[src/hdl/tpt_pkg.sv]
// tpt_pkg: shared types and codes for the transport position tracker.
// No dependencies; imported by tpt_cfg_if and every module.
package tpt_pkg;

  // command codes
  localparam logic [3:0] OP_TICK      = 4'd0;
  localparam logic [3:0] OP_PLAY      = 4'd1;
  localparam logic [3:0] OP_STOP      = 4'd2;
  localparam logic [3:0] OP_PAUSE     = 4'd3;
  localparam logic [3:0] OP_RESUME    = 4'd4;
  localparam logic [3:0] OP_REC_START = 4'd5;
  localparam logic [3:0] OP_REC_STOP  = 4'd6;
  localparam logic [3:0] OP_LOOP_ON   = 4'd7;
  localparam logic [3:0] OP_LOOP_OFF  = 4'd8;

  // transport modes
  localparam logic [1:0] MODE_STOPPED   = 2'd0;
  localparam logic [1:0] MODE_PREPARING = 2'd1;
  localparam logic [1:0] MODE_PLAYING   = 2'd2;
  localparam logic [1:0] MODE_PAUSED    = 2'd3;

  // configuration register indexes
  localparam int unsigned CFG_IDX_W = 2;
  localparam logic [CFG_IDX_W-1:0] REG_BLOCK_SIZE = 2'd0;
  localparam logic [CFG_IDX_W-1:0] REG_LOOP_START = 2'd1;
  localparam logic [CFG_IDX_W-1:0] REG_LOOP_END   = 2'd2;

  localparam logic [15:0] BLOCK_SIZE_RST = 16'd256;
  localparam logic [31:0] LOOP_START_RST = 32'd0;
  localparam logic [31:0] LOOP_END_RST   = 32'd384000;

  typedef struct packed {
    logic [3:0]  op;
    logic [31:0] frames_passed;
  } cmd_t;

  typedef struct packed {
    logic [31:0] position;
    logic [1:0]  transport_mode;
    logic        is_recording;
    logic        loop_running;
  } res_t;

  typedef struct packed {
    logic [15:0] block_size;
    logic [31:0] loop_start;
    logic [31:0] loop_end;
  } cfg_t;

endpackage

[src/hdl/tpt_core.sv]
// tpt_core: transport state and the single-pass command/tick evaluation.
// Depends on tpt_pkg.
module tpt_core import tpt_pkg::*; #(
  parameter int unsigned FRAME_BITS = 32
) (
  input  logic clk,
  input  logic rst,
  input  logic fire,   // staged word moves to the result register
  input  cmd_t cmd,
  input  cfg_t regs,
  output res_t res
);

  typedef logic [FRAME_BITS-1:0] frame_t;

  // state
  logic [1:0] run_mode, run_mode_next;
  frame_t     start_frame, start_frame_next;
  frame_t     pause_frame, pause_frame_next;
  frame_t     loop_stamp, loop_stamp_next;
  logic       loop_wrapped, loop_wrapped_next;
  logic       resume_pending, resume_pending_next;
  logic       recording_flag, recording_flag_next;
  logic       loop_on, loop_on_next;

  frame_t now, bs, ls, le;
  frame_t held, pos_raw, calc, pos;

  assign now = frame_t'(cmd.frames_passed);
  assign bs  = frame_t'(regs.block_size);
  assign ls  = frame_t'(regs.loop_start);
  assign le  = frame_t'(regs.loop_end);

  // resumed offset: now - (now - held) collapses to held
  assign held    = pause_frame - start_frame;
  assign pos_raw = resume_pending ? held : now - start_frame;
  assign calc    = (pos_raw - loop_stamp) + (loop_wrapped ? ls : '0);

  always_comb begin
    run_mode_next       = run_mode;
    start_frame_next    = start_frame;
    pause_frame_next    = pause_frame;
    loop_stamp_next     = loop_stamp;
    loop_wrapped_next   = loop_wrapped;
    resume_pending_next = resume_pending;
    recording_flag_next = recording_flag;
    loop_on_next        = loop_on;
    pos                 = '0;

    unique case (cmd.op)
      OP_TICK: begin
        unique case (run_mode)
          MODE_PLAYING: begin
            if (resume_pending) begin
              resume_pending_next = 1'b0;
              start_frame_next    = now - held;
            end
            pos = pos_raw;
            if (loop_on) begin
              if (calc > ls && (calc + bs) >= le) begin
                loop_stamp_next   = pos_raw + bs;
                loop_wrapped_next = 1'b1;
              end
              pos = calc;
            end
          end
          MODE_PREPARING: begin
            start_frame_next = now + bs;
            run_mode_next    = MODE_PLAYING;
          end
          MODE_PAUSED: pause_frame_next = now;
          default: ; // stopped
        endcase
      end
      OP_PLAY: begin
        start_frame_next  = '0;
        loop_wrapped_next = 1'b0;
        loop_stamp_next   = '0;
        run_mode_next     = MODE_PREPARING;
      end
      OP_STOP: begin
        recording_flag_next = 1'b0;
        start_frame_next    = '0;
        run_mode_next       = MODE_STOPPED;
      end
      OP_PAUSE: run_mode_next = MODE_PAUSED;
      OP_RESUME: begin
        resume_pending_next = 1'b1;
        run_mode_next       = MODE_PLAYING;
      end
      OP_REC_START: begin
        if (!recording_flag) begin
          if (run_mode != MODE_PLAYING) begin
            start_frame_next  = '0;
            loop_wrapped_next = 1'b0;
            loop_stamp_next   = '0;
            run_mode_next     = MODE_PREPARING;
          end
          recording_flag_next = 1'b1;
        end
      end
      OP_REC_STOP: recording_flag_next = 1'b0;
      OP_LOOP_ON: begin
        loop_on_next    = 1'b1;
        loop_stamp_next = '0;
      end
      OP_LOOP_OFF: begin
        loop_on_next     = 1'b0;
        start_frame_next = start_frame + loop_stamp;
      end
      default: ; // unknown op: status only
    endcase
  end

  always_comb begin
    res.position       = 32'(pos);
    res.transport_mode = run_mode_next;
    res.is_recording   = recording_flag_next;
    res.loop_running   = loop_wrapped_next;
  end

  always_ff @(posedge clk) begin
    if (rst) begin
      run_mode       <= MODE_STOPPED;
      start_frame    <= '0;
      pause_frame    <= '0;
      loop_stamp     <= '0;
      loop_wrapped   <= 1'b0;
      resume_pending <= 1'b0;
      recording_flag <= 1'b0;
      loop_on        <= 1'b0;
    end else if (fire) begin
      run_mode       <= run_mode_next;
      start_frame    <= start_frame_next;
      pause_frame    <= pause_frame_next;
      loop_stamp     <= loop_stamp_next;
      loop_wrapped   <= loop_wrapped_next;
      resume_pending <= resume_pending_next;
      recording_flag <= recording_flag_next;
      loop_on        <= loop_on_next;
    end
  end

`ifndef SYNTHESIS
  a_stop_clears: assert property (@(posedge clk) disable iff (rst)
    fire && cmd.op == OP_STOP |=> run_mode == MODE_STOPPED && !recording_flag
      && start_frame == '0)
    else $error("stop did not clear transport");

  a_play_arms: assert property (@(posedge clk) disable iff (rst)
    fire && cmd.op == OP_PLAY |=> run_mode == MODE_PREPARING && !loop_wrapped
      && loop_stamp == '0)
    else $error("play did not enter preparing");

  a_prep_tick: assert property (@(posedge clk) disable iff (rst)
    fire && cmd.op == OP_TICK && run_mode == MODE_PREPARING
      |=> run_mode == MODE_PLAYING)
    else $error("first tick after play did not start playback");

  a_hold_idle: assert property (@(posedge clk) disable iff (rst)
    !fire |=> $stable(run_mode) && $stable(start_frame) && $stable(recording_flag))
    else $error("state changed without a word");
`endif

endmodule

[config.mk]
export PLATFORM = sky130hd
export DESIGN_NAME = tpt_core
export DESIGN_NICKNAME = d
export VERILOG_FILES = /design/src/hdl/tpt_pkg.sv /design/src/hdl/tpt_core.sv
export SDC_FILE = /design/constraint.sdc
export NUM_CORES = 1
export LEC_CHECK = 0
export ABC_AREA = 1
export BUFFER_PORTS_ARGS = -buffer_cell sky130_fd_sc_hd__buf_2
export CAP_MARGIN = 20
export CORE_MARGIN = 1
export CORE_UTILIZATION = 60
export DETAILED_ROUTE_END_ITERATION = 10
export PLACE_DENSITY_LB_ADDON = 0.25
export REMOVE_ABC_BUFFERS = 1
export SKIP_LAST_GASP = 1
export SYNTH_ARGS = -nofsm -noshare
export SYNTH_HDL_FRONTEND = slang
export SYNTH_SLANG_ARGS = --single-unit
[constraint.sdc]
create_clock -name clk -period 24.4 [get_ports clk]
set_input_delay 4.88 -clock clk [delete_from_list [all_inputs] [get_ports clk]]
set_output_delay 4.88 -clock clk [all_outputs]
set_load 0.05 [all_outputs]
==> impl_metrics.py <==
metrics = {
    "drt": {
        "drtIter0Drc": 2837,
        "drc": 0,
        "ant_nets": 0,
        "totalWireLength_mm": 74.49,
        "avgViaCountPerCell": 5.769,
        "firstDrtPassIters": 6,
        "vias": 23990,
        "wl_per_cell_um": 17.91,
    },
    "timing": {
        "setup_tns_ps": 0,
        "worst_pin_slew_ps": 1202,
        "timing.fmax_mhz": 56.07,
        "slew_viol_final": 0,
        "hold_violations": 0,
        "max_slew_margin_pct": 19.55,
        "fin_crit_ps": 17840,
        "rsz0062_at_grt": "no",
        "fin_hold_ws_ps": 497.8,
        "min_period_over_period_pct": 73.10,
        "setup_viol": 0,
        "clock_skew_ps": 14.94,
    },
    "pwr": {
        "power.internal_mw": 0.8321,
        "seq_power_share_pct": 9.2,
        "total_power_mw": 1.980,
        "p_clk_share_pct": 8.9,
        "p_comb_share_pct": 81.9,
        "powerDensity_mw_per_mm2": 88.68,
        "p_switching_mw": 1.148,
        "swShare_pct": 57.98,
        "vdd_drop_max_uv": 93.64,
        "p_leak_nw": 12.34,
    },
    "yosys": {
        "syn_avg_cell_area_um2": 5.794,
        "synth_cell_types": 62,
        "yosysTopAreaCell": "nand2_1",
        "syn_inst": 3585,
        "synthTopCellsByArea": "nand2_1 (16%), ha_1 (15%), inv_1 (12%)",
        "yosys_warnings": 0,
        "synth-seq-area-share_pct": 9.831,
        "ys_ff_latch": 102,
        "syn_area_mm2": 0.02077,
        "synth_edf_count": 0,
        "async_flop_share_pct": 0,
        "synth_top_cell_area_share_pct": 16.45,
        "synthFlopType": "dfxtp_1",
    },
    "clock_network": {
        "cts_setup_buffers": 0,
        "h-tree-depth": 3,
        "path_clk_slew_ps": 80,
        "cts_tree": "built",
        "clockBufferDepth": 2,
        "cts_root_buf": "clkbuf_16",
        "hold_buffers": 0,
        "post_cts_resized": 0,
        "clock_latency_ps": 390,
        "cts_buffers": 9,
        "cts_sinks": 102,
    },
    "layout": {
        "num_antenna_cells": 0,
        "syn_to_final_growth_pct": 7.524,
        "layout-drive-gt1-share_pct": 8.571,
        "stdcell_area_mm2": 0.02233,
        "nets": 4113,
    },
    "setup_path": {
        "arrival_ps": 12960,
        "worstSetupEndpoint": "res[0]",
        "reg2reg_to": "loop_stamp[30]$_SDFFE_PP0P_",
        "path_class": "in -> out",
        "critPathLaunch": "cmd[8]",
        "r2r_start": "start_frame[1]$_SDFFE_PP0P_",
        "r2r_slack_ps": 14700,
        "required_ps": 19520,
        "rr_worst_depth": 43,
        "slowest_stage": "fa_1",
        "path_max_fanout": 5,
        "cp-end-kind": "primary output",
        "crit_top_cell": "nand2_1",
        "startpoint_type": "primary input",
        "crit_path_max_incr_delay_ps": 490,
    },
    "grt": {
        "grt_usage_pct": 41.61,
        "antenna_found_initial": 0,
        "grt_overflow_total": 0,
        "use_met2_pct": 61.74,
        "grt_pass1_vias": 21130,
        "use_met1_pct": 58.79,
        "grt_pass1_wl_mm": 114.5,
        "grt_max_degree": 59,
        "gr-max-usage-layer": "met2",
        "use_met3_pct": 8.759,
    },
    "run_status": {
        "run_status": "finished, final reports clean",
    },
    "floorplanning": {
        "die_area_mm2": 0.03536,
        "die_height_um": 188.1,
        "initial_core_util_pct": 61.48,
        "core-area_mm2": 0.03378,
        "die_w_um": 188.1,
        "pin_count": 155,
        "placement_rows": 67,
    },
    "placed_design": {
        "place.gp.congestion": 1.082,
        "io_buffers": 154,
        "place_area_mm2": 0.02198,
        "hpwl_mm": 62.38,
    },
    "hold_path": {
        "hold_class": "reg -> reg",
    },
    "run": {
        "max_cap_violations": 0,
    },
}
[registers in the layout, summed over array words and instances (netlist names)]
| name | cells |
|---|---|
| start_frame | 32 |
| resume_pending | 1 |
| recording_flag | 1 |
| pause_frame | 32 |
| loop_stamp | 32 |
| loop_on | 1 |
| run_mode | 2 |
| loop_wrapped | 1 |
[worst max-delay path: cells and delay by family]
kind,cells,cell delay (ps)
adders and majority gates,5,1780
buffers and inverters,5,790
xor gates and xnor gates,3,590
AOI/OAI and AO/OA,4,860
and+or+nand+nor,25,4040
[cells by family after synthesis]
family / after synthesis / share of synthesized area, %
buffers and inverters: 714 / 13.02
AND/OR/NAND/NOR: 1686 / 34.99
flip-flops: 102 / 9.831
AO/OA/AOI/OAI: 683 / 18.32
XOR/XNOR: 111 / 5.096
adder cells (fa/ha/maj): 289 / 18.75
[worst min-delay path by stage]
stage          slack, ps  depth (start not counted)                         from                           to
2_1_floorplan        460                          2  loop_stamp[15]$_SDFFE_PP0P_  loop_stamp[15]$_SDFFE_PP0P_
3_3_place_gp         480                          2  loop_stamp[19]$_SDFFE_PP0P_  loop_stamp[19]$_SDFFE_PP0P_
3_5_place_dp         480                          2   loop_stamp[9]$_SDFFE_PP0P_   loop_stamp[9]$_SDFFE_PP0P_
4_1_cts              500                          2   loop_stamp[9]$_SDFFE_PP0P_   loop_stamp[9]$_SDFFE_PP0P_
5_1_grt              520                          2  loop_stamp[22]$_SDFFE_PP0P_  loop_stamp[22]$_SDFFE_PP0P_
6_report             500                          2   loop_stamp[9]$_SDFFE_PP0P_   loop_stamp[9]$_SDFFE_PP0P_
[per-stage QoR]
| stage | std cells | util [%] | worst slack [ps] |
|---|---|---|---|
| floorplan | 3524 | - | 8012 |
| global placement | 4141 | 65.05 | 7011 |
| detailed placement | 4141 | 65.05 | 6899 |
| CTS | 4157 | 66.02 | 6848 |
| global route | 4158 | 66.11 | 5951 |
| finish | 4158 | 66.11 | 6564 |
[power by group through the flow]
stage               clock network (mW)  logic (mW)  registers (mW)
finish                           0.177        1.62           0.182
global route                     0.182        1.83           0.183
CTS                              0.176        1.58           0.182
detailed placement                   0        1.57           0.186
global placement                     0        1.55           0.186
floorplan                            0        1.20           0.184
[per-layer routing]
layer | vias to the layer above | part of all wire, %
li1 | 11900 | -
met1 | 10700 | 45
met2 | 1249 | 41
met3 | 137 | 11
met4 | 2 | 3.6
met5 | - | 0.091
[cells in the final DEF, fill, tap and decap left out, drive strengths merged, types with 2 or more instances in the layout]
cell type,instances
clkbuf,9
dfxtp,102
nand2,942
o211ai,31
a211oi,9
and2,9
nor4b,2
ha,252
o21a,4
xor2,77
nor2,351
clkinv,7
nand3,224
nor4,16
or2,20
a31oi,21
o21bai,18
o221ai,8
bufinv,2
o22ai,3
o21ai,225
inv,650
o31ai,3
a221oi,5
nor3b,2
nand3b,7
and3,3
fa,37
xnor2,34
buf,170
o2111ai,2
a21o,17
a21boi,5
a22oi,2
nor3,50
nand4,60
a21oi,327
[synth_stat cells, types with 7 or more instances]
cell / n
dfxtp_1: 102
a21oi_1: 313
a21oi_2: 14
nor3_1: 46
or2_2: 20
o21bai_1: 17
inv_1: 637
o221ai_1: 8
o21ai_0: 217
xor2_1: 68
xor2_2: 8
fa_1: 37
and2_1: 9
nor2_1: 330
nor2_2: 15
clkbuf_1: 52
nand2_2: 30
inv_2: 10
a211oi_1: 9
nand4_1: 59
xnor2_1: 33
ha_1: 252
nand3b_1: 7
nand3_2: 8
a21o_1: 17
nand3_1: 216
a31oi_1: 21
nand2_1: 910
o211ai_1: 31
nor4_1: 13
[cell type report]
type | count | area, µm²
Inverter | 653 | 2451
Clock inverter | 7 | 103.9
Sequential cell | 102 | 2042
Clock buffer | 9 | 225.2
Tap cell | 448 | 560.5
Fill cell | 3448 | 11450
Multi-Input combinational cell | 2769 | 16040
Timing Repair Buffer | 170 | 910.9
Power figures use the tool's default switching activity.
